<file path="config.mk">
export PLATFORM = sky130hd
export DESIGN_NAME = heading_speed_motion_sequencer_unit
export DESIGN_NICKNAME = d
export VERILOG_FILES = /design/src/hdl/hsms_pkg.sv /design/src/hdl/heading_speed_motion_sequencer_unit.sv /design/src/hdl/hsms_cfg.sv /design/src/hdl/hsms_step.sv
export SDC_FILE = /design/constraint.sdc
export NUM_CORES = 1
export LEC_CHECK = 0
export BUFFER_PORTS_ARGS = -buffer_cell sky130_fd_sc_hd__buf_2
export CORE_AREA = 10 10 199 201
export DETAILED_ROUTE_END_ITERATION = 6
export DIE_AREA = 0 0 209 211
export PLACE_DENSITY = 0.67
export SLEW_MARGIN = 20
export SYNTH_ARGS = -nofsm -noshare
export SYNTH_HDL_FRONTEND = slang
export SYNTH_SLANG_ARGS = --single-unit
</file>
<file path="constraint.sdc">
create_clock -name i_clk -period 13.53 [get_ports i_clk]
set_input_delay 1.353 -clock i_clk [delete_from_list [all_inputs] [get_ports i_clk]]
set_output_delay 1.353 -clock i_clk [all_outputs]
set_load 0.01 [all_outputs]
</file>
<file path="src/hdl/hsms_pkg.sv">
// ----------------------------------------------------------------------------
// hsms_pkg
// types, constants and angle helpers shared by the motion sequencer modules
// ----------------------------------------------------------------------------
package hsms_pkg;

    localparam int unsigned HEADING_IN_W  = 13;
    localparam int unsigned HEADING_W     = 14;
    localparam int unsigned ANGLE_W       = 12;
    localparam int unsigned SPEED_W       = 16;
    localparam int unsigned DIFF_W        = 15;
    localparam int unsigned CFG_ADDR_W    = 4;
    localparam int unsigned CFG_DATA_W    = 32;

    localparam logic signed [DIFF_W-1:0] HALF_TURN = 15'sd2880;
    localparam logic signed [DIFF_W-1:0] FULL_TURN = 15'sd5760;

    localparam logic [ANGLE_W-1:0] TURN_THRESHOLD_RST = 12'd80;
    localparam logic [ANGLE_W-1:0] TURN_STEP_RST      = 12'd16;
    localparam logic [SPEED_W-1:0] ACCEL_STEP_RST     = 16'd64;
    localparam logic [SPEED_W-1:0] MAX_SPEED_RST      = 16'd4096;

    typedef enum logic [2:0] {
        PH_STOPPED = 3'd0,
        PH_ACCEL   = 3'd1,
        PH_MOVING  = 3'd2,
        PH_TURNING = 3'd3,
        PH_DECEL   = 3'd4
    } t_phase;

    typedef enum logic [1:0] {
        REG_TURN_THRESHOLD = 2'd0,
        REG_TURN_STEP      = 2'd1,
        REG_ACCEL_STEP     = 2'd2,
        REG_MAX_SPEED      = 2'd3
    } t_reg_idx;

    typedef struct packed {
        logic [ANGLE_W-1:0] turn_threshold;
        logic [ANGLE_W-1:0] turn_step;
        logic [SPEED_W-1:0] accel_step;
        logic [SPEED_W-1:0] max_speed;
    } t_cfg;

    typedef struct packed {
        t_phase                         phase;
        logic signed [HEADING_W-1:0]    heading_now;
        logic signed [HEADING_IN_W-1:0] heading_goal;
        logic [ANGLE_W-1:0]             turn_left;
        logic [SPEED_W-1:0]             speed;
    } t_state;

    // wrap an angle difference into plus or minus half a turn
    function automatic logic signed [HEADING_IN_W-1:0] wrap_angle(
        input logic signed [DIFF_W-1:0] a
    );
        logic signed [DIFF_W-1:0] v;
        v = a;
        if (v > HALF_TURN) begin
            v = v - FULL_TURN;
        end
        if (v > HALF_TURN) begin
            v = v - FULL_TURN;
        end
        if (v < -HALF_TURN) begin
            v = v + FULL_TURN;
        end
        if (v < -HALF_TURN) begin
            v = v + FULL_TURN;
        end
        return v[HEADING_IN_W-1:0];
    endfunction

    function automatic logic [ANGLE_W-1:0] abs_angle(
        input logic signed [HEADING_IN_W-1:0] d
    );
        logic signed [HEADING_IN_W-1:0] neg;
        neg = -d;
        return d[HEADING_IN_W-1] ? neg[ANGLE_W-1:0] : d[ANGLE_W-1:0];
    endfunction

endpackage

</file>
<file path="src/hdl/heading_speed_motion_sequencer_unit.sv">
// ----------------------------------------------------------------------------
// heading_speed_motion_sequencer_unit
// an accepted beat waits in the input register and moves to the result register when the output is not stalled
// throughput: one beat per cycle while i_stall stays low; the state update is combinational
// input register and result register part the two sides of the pipe
// reset: synchronous active low; state cleared to stopped, zero speed and
// heading; config registers return to their default values
// ----------------------------------------------------------------------------
module heading_speed_motion_sequencer_unit (
    input  logic                                        i_clk,
    input  logic                                        i_rst_n,
    input  logic                                        psel,
    input  logic                                        penable,
    input  logic                                        pwrite,
    input  logic [hsms_pkg::CFG_ADDR_W-1:0]             paddr,
    input  logic [hsms_pkg::CFG_DATA_W-1:0]             pwdata,
    output logic [hsms_pkg::CFG_DATA_W-1:0]             prdata,
    output logic                                        pready,
    input  logic                                        i_valid,
    output logic                                        o_stall,
    input  logic signed [hsms_pkg::HEADING_IN_W-1:0]    i_desired_heading,
    output logic                                        o_valid,
    input  logic                                        i_stall,
    output logic [2:0]                                  o_phase_out,
    output logic [hsms_pkg::SPEED_W-1:0]                o_speed_out,
    output logic signed [hsms_pkg::HEADING_W-1:0]       o_heading_out
);

    hsms_pkg::t_cfg   w_cfg;
    hsms_pkg::t_state r_state;
    hsms_pkg::t_state n_state;

    logic                                      r_in_vld;
    logic signed [hsms_pkg::HEADING_IN_W-1:0]  r_in_heading;
    logic                                      r_out_vld;
    logic [2:0]                                r_phase_out;
    logic [hsms_pkg::SPEED_W-1:0]              r_speed_out;
    logic signed [hsms_pkg::HEADING_W-1:0]     r_heading_out;
    logic                                      w_fire;
    logic                                      w_take;

    hsms_cfg u_cfg (
        .i_clk   (i_clk),
        .i_rst_n (i_rst_n),
        .psel    (psel),
        .penable (penable),
        .pwrite  (pwrite),
        .paddr   (paddr),
        .pwdata  (pwdata),
        .prdata  (prdata),
        .pready  (pready),
        .o_cfg   (w_cfg)
    );

    hsms_step u_step (
        .i_cfg     (w_cfg),
        .i_cur     (r_state),
        .i_desired (r_in_heading),
        .o_nxt     (n_state)
    );

    assign w_fire  = r_in_vld && (!r_out_vld || !i_stall);
    assign o_stall = r_in_vld && !w_fire;
    assign w_take  = i_valid && !o_stall;

    always_ff @(posedge i_clk) begin
        if (!i_rst_n) begin
            r_in_vld  <= 1'b0;
            r_out_vld <= 1'b0;
            r_state   <= '0;
        end else begin
            if (w_take) begin
                r_in_vld <= 1'b1;
            end else if (w_fire) begin
                r_in_vld <= 1'b0;
            end
            if (w_fire) begin
                r_out_vld <= 1'b1;
                r_state   <= n_state;
            end else if (!i_stall) begin
                r_out_vld <= 1'b0;
            end
        end
    end

    always_ff @(posedge i_clk) begin
        if (w_take) begin
            r_in_heading <= i_desired_heading;
        end
        if (w_fire) begin
            r_phase_out   <= n_state.phase;
            r_speed_out   <= n_state.speed;
            r_heading_out <= n_state.heading_now;
        end
    end

    assign o_valid       = r_out_vld;
    assign o_phase_out   = r_phase_out;
    assign o_speed_out   = r_speed_out;
    assign o_heading_out = r_heading_out;

endmodule

</file>
<file path="src/hdl/hsms_cfg.sv">
// ----------------------------------------------------------------------------
// hsms_cfg
// apb register file holding threshold, turn step, accel step and max speed
// ----------------------------------------------------------------------------
module hsms_cfg (
    input  logic                              i_clk,
    input  logic                              i_rst_n,
    input  logic                              psel,
    input  logic                              penable,
    input  logic                              pwrite,
    input  logic [hsms_pkg::CFG_ADDR_W-1:0]   paddr,
    input  logic [hsms_pkg::CFG_DATA_W-1:0]   pwdata,
    output logic [hsms_pkg::CFG_DATA_W-1:0]   prdata,
    output logic                              pready,
    output hsms_pkg::t_cfg                    o_cfg
);

    hsms_pkg::t_cfg   r_cfg;
    hsms_pkg::t_reg_idx w_idx;
    logic             w_wr;

    assign w_idx  = hsms_pkg::t_reg_idx'(paddr[3:2]);
    assign w_wr   = psel && penable && pwrite;
    assign pready = 1'b1;
    assign o_cfg  = r_cfg;

    always_ff @(posedge i_clk) begin
        if (!i_rst_n) begin
            r_cfg.turn_threshold <= hsms_pkg::TURN_THRESHOLD_RST;
            r_cfg.turn_step      <= hsms_pkg::TURN_STEP_RST;
            r_cfg.accel_step     <= hsms_pkg::ACCEL_STEP_RST;
            r_cfg.max_speed      <= hsms_pkg::MAX_SPEED_RST;
        end else if (w_wr) begin
            case (w_idx)
                hsms_pkg::REG_TURN_THRESHOLD: begin
                    r_cfg.turn_threshold <= pwdata[hsms_pkg::ANGLE_W-1:0];
                end
                hsms_pkg::REG_TURN_STEP: begin
                    r_cfg.turn_step <= pwdata[hsms_pkg::ANGLE_W-1:0];
                end
                hsms_pkg::REG_ACCEL_STEP: begin
                    r_cfg.accel_step <= pwdata[hsms_pkg::SPEED_W-1:0];
                end
                hsms_pkg::REG_MAX_SPEED: begin
                    r_cfg.max_speed <= pwdata[hsms_pkg::SPEED_W-1:0];
                end
                default: begin
                end
            endcase
        end
    end

    always_comb begin
        case (w_idx)
            hsms_pkg::REG_TURN_THRESHOLD: prdata = 32'(r_cfg.turn_threshold);
            hsms_pkg::REG_TURN_STEP:      prdata = 32'(r_cfg.turn_step);
            hsms_pkg::REG_ACCEL_STEP:     prdata = 32'(r_cfg.accel_step);
            hsms_pkg::REG_MAX_SPEED:      prdata = 32'(r_cfg.max_speed);
            default:                      prdata = '0;
        endcase
    end

endmodule

</file>
<file path="src/hdl/hsms_step.sv">
// ----------------------------------------------------------------------------
// hsms_step
// one tick of the phase sequencer: next phase, speed and heading
// ----------------------------------------------------------------------------
module hsms_step (
    input  hsms_pkg::t_cfg                                  i_cfg,
    input  hsms_pkg::t_state                                i_cur,
    input  logic signed [hsms_pkg::HEADING_IN_W-1:0]        i_desired,
    output hsms_pkg::t_state                                o_nxt
);

    logic signed [hsms_pkg::HEADING_IN_W-1:0] w_d_des;
    logic signed [hsms_pkg::HEADING_IN_W-1:0] w_d_goal;
    logic [hsms_pkg::ANGLE_W-1:0]             w_abs_des;
    logic                                     w_need_turn;
    logic [hsms_pkg::SPEED_W:0]               w_sum;
    logic [hsms_pkg::HEADING_W-1:0]           w_step;

    always_comb begin
        w_d_des   = hsms_pkg::wrap_angle(15'(i_desired) - 15'(i_cur.heading_now));
        w_d_goal  = hsms_pkg::wrap_angle(15'(i_cur.heading_goal) - 15'(i_cur.heading_now));
        w_abs_des = hsms_pkg::abs_angle(w_d_des);
        w_need_turn = w_abs_des > i_cfg.turn_threshold;
        w_sum     = {1'b0, i_cur.speed} + {1'b0, i_cfg.accel_step};
        w_step    = 14'(i_cfg.turn_step);

        o_nxt = i_cur;
        case (i_cur.phase)
            hsms_pkg::PH_ACCEL: begin
                if (w_need_turn) begin
                    o_nxt.phase = hsms_pkg::PH_DECEL;
                end else if (w_sum >= {1'b0, i_cfg.max_speed}) begin
                    o_nxt.speed = i_cfg.max_speed;
                    o_nxt.phase = hsms_pkg::PH_MOVING;
                end else begin
                    o_nxt.speed = w_sum[hsms_pkg::SPEED_W-1:0];
                end
            end
            hsms_pkg::PH_MOVING: begin
                if (w_need_turn) begin
                    o_nxt.phase = hsms_pkg::PH_DECEL;
                end
            end
            hsms_pkg::PH_TURNING: begin
                if (i_cur.turn_left <= i_cfg.turn_step) begin
                    o_nxt.heading_now = 14'(i_cur.heading_goal);
                    o_nxt.turn_left   = '0;
                    o_nxt.phase       = hsms_pkg::PH_ACCEL;
                end else begin
                    if (w_d_goal > 0) begin
                        o_nxt.heading_now = i_cur.heading_now + w_step;
                    end else begin
                        o_nxt.heading_now = i_cur.heading_now - w_step;
                    end
                    o_nxt.turn_left = i_cur.turn_left - i_cfg.turn_step;
                end
            end
            hsms_pkg::PH_DECEL: begin
                if (i_cur.speed <= i_cfg.accel_step) begin
                    o_nxt.speed = '0;
                    o_nxt.phase = hsms_pkg::PH_STOPPED;
                end else begin
                    o_nxt.speed = i_cur.speed - i_cfg.accel_step;
                end
            end
            default: begin
                // stopped, and unused codes
                if (w_need_turn) begin
                    o_nxt.turn_left    = w_abs_des;
                    o_nxt.heading_goal = i_desired;
                    o_nxt.phase        = hsms_pkg::PH_TURNING;
                end else begin
                    o_nxt.heading_now = 14'(i_desired);
                    o_nxt.phase       = hsms_pkg::PH_ACCEL;
                end
            end
        endcase
    end

endmodule

</file>
==> results by stage <==
Clocking:
- Buffers inserted to repair hold after CTS numbered 0.
- After clock tree synthesis, the clock-pin slew on the worst setup and hold paths is 0.07 ns.
- Counting the buffers created by CTS gives 17.
- The clock passes through at most 2 buffers.
- The depth of the CTS H-tree is 4.
- The clock tree from TritonCTS is done.
- Post-CTS timing repair inserted 0 buffers for setup.
- Clock tree synthesis selected as its root buffer the cell clkbuf_16.
- The count of clock tree sinks is 162.
- The clock latency of the later-clocked register in the worst-skew pair is 0.46 ns.

GRT:
- The global-route total usage across every layer is 0.197.
- The number of global-route vias before repair is 13,700.
- After global routing the overflow that remains totals 0.
- The first-pass GRT wire length is 72,600 microns.
- The initial antenna violation count is 2.
- Entering global routing, the biggest net connects 118 pins.

Floorplan:
- Row generation in the floorplan step produced 69 rows.
- The core region is 35,400 sq um.
- The die outline width is 209 microns.
- Measured along the y axis, the die boundary spans 211 microns.
- The initial utilization of the core area, before any placement, comes to 0.445.
- 124 I/O pins were placed.
- The area of the die is 44,100 sq um.

Placement:
- At the end of routability-driven placement, the weighted congestion stood at 0.902.
- The HPWL after detailed placement is 34,500 microns.
- Buffers placed on the I/O ports in this run total 88.

Detailed routing:
- For this run, design rule violations remaining after detail routing come to 0.
- In the final routed layout, each cell accounts on average for 19.1 microns.
- The routed layout has 14,200 vias.
- Summed over all layers, the routed wires come to 45,200 microns.
- The first TritonRoute pass finished after 5 iterations.
- Once detail routing completed, the nets flagged for antenna violations numbered 0.
- The first routing iteration left 1,111 violations.
- Dividing the detail-routed via count by the number of cells gives 5.97.

STA:
- The clock period could shrink to 12.37 ns.
- The final number of hold-violating endpoints was 0.
- The worst pin sits at a relative slew slack of 0.284.
- Setup total negative slack on the finished layout was measured at 0 ns.
- Of the available clock period, the critical path in the final layout requires 0.915.
- The number of failing setup endpoints in the final timing report is 0.
- The post-route clock skew is 0.0152 ns.
- The final count of pins violating max slew is 0.
- The slew at the pin with the worst max-slew slack is 1.07 ns.
- Setup repair after global routing left no endpoint under its margin.
- The highest clock frequency the design can meet is 80.8 MHz.

Critical path:
- In this run the worst path has a maximum fanout of 14.
- The source of the worst register-to-register timing path is r_state[28]$_SDFFE_PN0P_.
- The data arrival time at the worst-slack endpoint is 12.55 ns.
- At the worst endpoint, the required time is 13.71 ns.
- The endpoint identified for the worst register-to-register timing path is o_heading_out[13]$_DFFE_PP_.
- For flop-to-flop paths, the worst setup slack is 1.16 ns.
- The cell seen most often among critical-path stages is a21o_1.
- The setup path with the least slack is of type flop to flop.
- Measured in cells, the most critical reg-to-reg path has a length of 56.
- The slowest cell on the critical path is a211oi_2.
- The worst setup path is captured at a flop.
- The worst stage delay on the critical path is 0.52 ns.
- The startpoint type of the worst setup path is a flop.

Layout:
- Leaving out fill and tap cells, the most frequent cells in the layout are 197 x nand2_1, 135 x ha_1, 118 x inv_1, 116 x dfxtp_1, 99 x a21oi_1.
- The commonest non-fill, non-tap cell in the layout is nand2_1.
- Relative to the synthesized area, the layout overhead comes to 8.51%.
- The fraction of layout cells with a size suffix above 1 is 0.135.
- For this run, the post-layout net count is 2,093.

Yosys:
- Summing every instance area after synthesis gives 15,800 sq um.
- The share of the yosys chip area belonging to registers is 0.235.
- In this run, distinct cell masters in the synthesized netlist total 127.
- Yosys printed 0 warnings.
- For this run, asynchronously set or reset flops after synthesis account for 0.
- The number of enable-type register cells in the synthesized netlist is 46.
- The most used flip-flop cell after synthesis is dfxtp_1.
- After technology mapping, the gate count stands at 1,849.
- Dividing the synthesized area by the synthesized cell count gives 8.52 sq um.
- The post-synthesis sequential element count is 162.

Min path:
- The tightest min-delay check is of the flop to flop type.
- Counting instances, the worst hold path has a depth of 2.
- The endpoint of the worst hold path is u_cfg.o_cfg[49]$_SDFFE_PN0P_.
- The startpoint identified for the worst hold timing path is u_cfg.o_cfg[49]$_SDFFE_PN0P_.

Status:
- The run finished with clean final reports.

Run:
- Max-cap violations in this run came to 0.
## repair_timing
item / 4_1_cts / 5_1_grt
hold endpoints to repair: 0 / 0
resized for setup: 0 / 1
endpoints found under the setup margin: 0 / 1
## cells in the mapped netlist (7+ instances only)
| cell | count | area share |
|---|---|---|
| edfxtp_1 | 46 | 0.088 |
| a21boi_0 | 55 | 0.026 |
| o21ai_0 | 90 | 0.029 |
| a22oi_1 | 29 | 0.014 |
| o211ai_1 | 18 | 0.0086 |
| a31oi_1 | 10 | 0.0040 |
| o211a_1 | 25 | 0.016 |
| a211oi_1 | 10 | 0.0048 |
| nor2b_1 | 34 | 0.013 |
| nand2b_1 | 19 | 0.0075 |
| o21ai_1 | 15 | 0.0048 |
| a211o_1 | 15 | 0.0083 |
| a211oi_2 | 8 | 0.0064 |
| mux2i_1 | 54 | 0.034 |
| inv_1 | 119 | 0.028 |
| o21ba_2 | 18 | 0.011 |
| o21a_1 | 37 | 0.018 |
| nor2_1 | 86 | 0.020 |
| dfxtp_1 | 116 | 0.15 |
| o31a_1 | 7 | 0.0039 |
| a221oi_1 | 9 | 0.0050 |
| mux4_2 | 12 | 0.017 |
| and3_1 | 18 | 0.0071 |
| a21o_1 | 42 | 0.020 |
| nor4_1 | 14 | 0.0056 |
| or2_2 | 11 | 0.0044 |
| nand2_1 | 198 | 0.047 |
| o21bai_1 | 30 | 0.014 |
| or3_1 | 10 | 0.0040 |
| clkbuf_1 | 50 | 0.012 |
| xnor2_1 | 73 | 0.041 |
| nor3_1 | 28 | 0.0089 |
| and2_1 | 9 | 0.0036 |
| nand3_1 | 24 | 0.0076 |
| buf_4 | 21 | 0.010 |
| a21oi_1 | 99 | 0.031 |
| ha_1 | 135 | 0.11 |
| xor2_1 | 32 | 0.018 |
| nand4_1 | 17 | 0.0067 |
## area by class of cell
class                      count  area [sq um]
fill                        3414         18300
multi-input combinational   1492         11200
sequential                   162          3700
tap                          461           577
timing repair buffer         100           551
inverter                     123           464
clock buffer                  18           429
clock inverter                14           144
antenna                        1          2.50
## metrics by stage
| step | utilization | hold slack (ns) | std cells | instance area [sq um] | setup WS (ns) |
|---|---|---|---|---|---|
| 2_1_floorplan | - | 0.454 | 1864 | 15800 | 2.94 |
| 3_3_place_gp | 0.466 | 0.471 | 2337 | 16500 | 1.44 |
| 3_5_place_dp | 0.466 | 0.482 | 2337 | 16500 | 1.26 |
| 4_1_cts | 0.482 | 0.488 | 2369 | 17100 | 1.15 |
| 5_1_grt | 0.483 | 0.504 | 2370 | 17100 | 0.0851 |
| 6_report | 0.483 | 0.483 | 2371 | 17100 | 1.16 |
## registers in the layout (all words and copies together) (netlist names)
register and count:
r_state 58, u_cfg.o_cfg 56, o_speed_out 16, o_heading_out 14, r_in_heading 13, o_phase_out 3
o_valid 1, r_in_vld 1
## how the worst max path moves through the flow
stage / start / end
floorplan: r_state[28]$_SDFFE_PN0P_ / o_heading_out[13]$_DFFE_PP_
global placement: r_state[28]$_SDFFE_PN0P_ / o_heading_out[13]$_DFFE_PP_
detailed placement: r_state[28]$_SDFFE_PN0P_ / o_heading_out[13]$_DFFE_PP_
CTS: r_state[28]$_SDFFE_PN0P_ / o_heading_out[13]$_DFFE_PP_
global route: r_state[28]$_SDFFE_PN0P_ / o_heading_out[13]$_DFFE_PP_
finish: r_state[28]$_SDFFE_PN0P_ / o_heading_out[13]$_DFFE_PP_
## per-layer routing
| layer | wire length, microns | vias to the layer above | track usage |
|---|---|---|---|
| li1 | - | 6915 | - |
| met1 | 20800 | 6767 | 0.257 |
| met2 | 21000 | 409 | 0.328 |
| met3 | 2410 | 64 | 0.0344 |
| met4 | 981 | 2 | 0.0548 |
| met5 | 10 | - | 0 |
## cells by family after synthesis
logic type,after synthesis,synth area share
other cells,2,0.000477
flops,162,0.235
compound gates,640,0.312
buf+inv,210,0.0568
fa+ha+maj,141,0.115
simple gates,514,0.162
mux,70,0.0543
xor+xnor,110,0.0646
## critical path, delay by kind of cell, from the launching register on
kind | cells | cell delay [ns]
AND/OR/NAND/NOR | 14 | 2.28
XOR/XNOR | 3 | 1.06
buffers and inverters | 4 | 0.33
AO/OA/AOI/OAI | 26 | 5.83
flip-flops | 1 | 0.35
multiplexers | 2 | 0.51
adder cells (fa/ha/maj) | 7 | 1.68
Power is not shown: default switching activity piles up to over one toggle a cycle in this logic, so the estimate is an artifact.
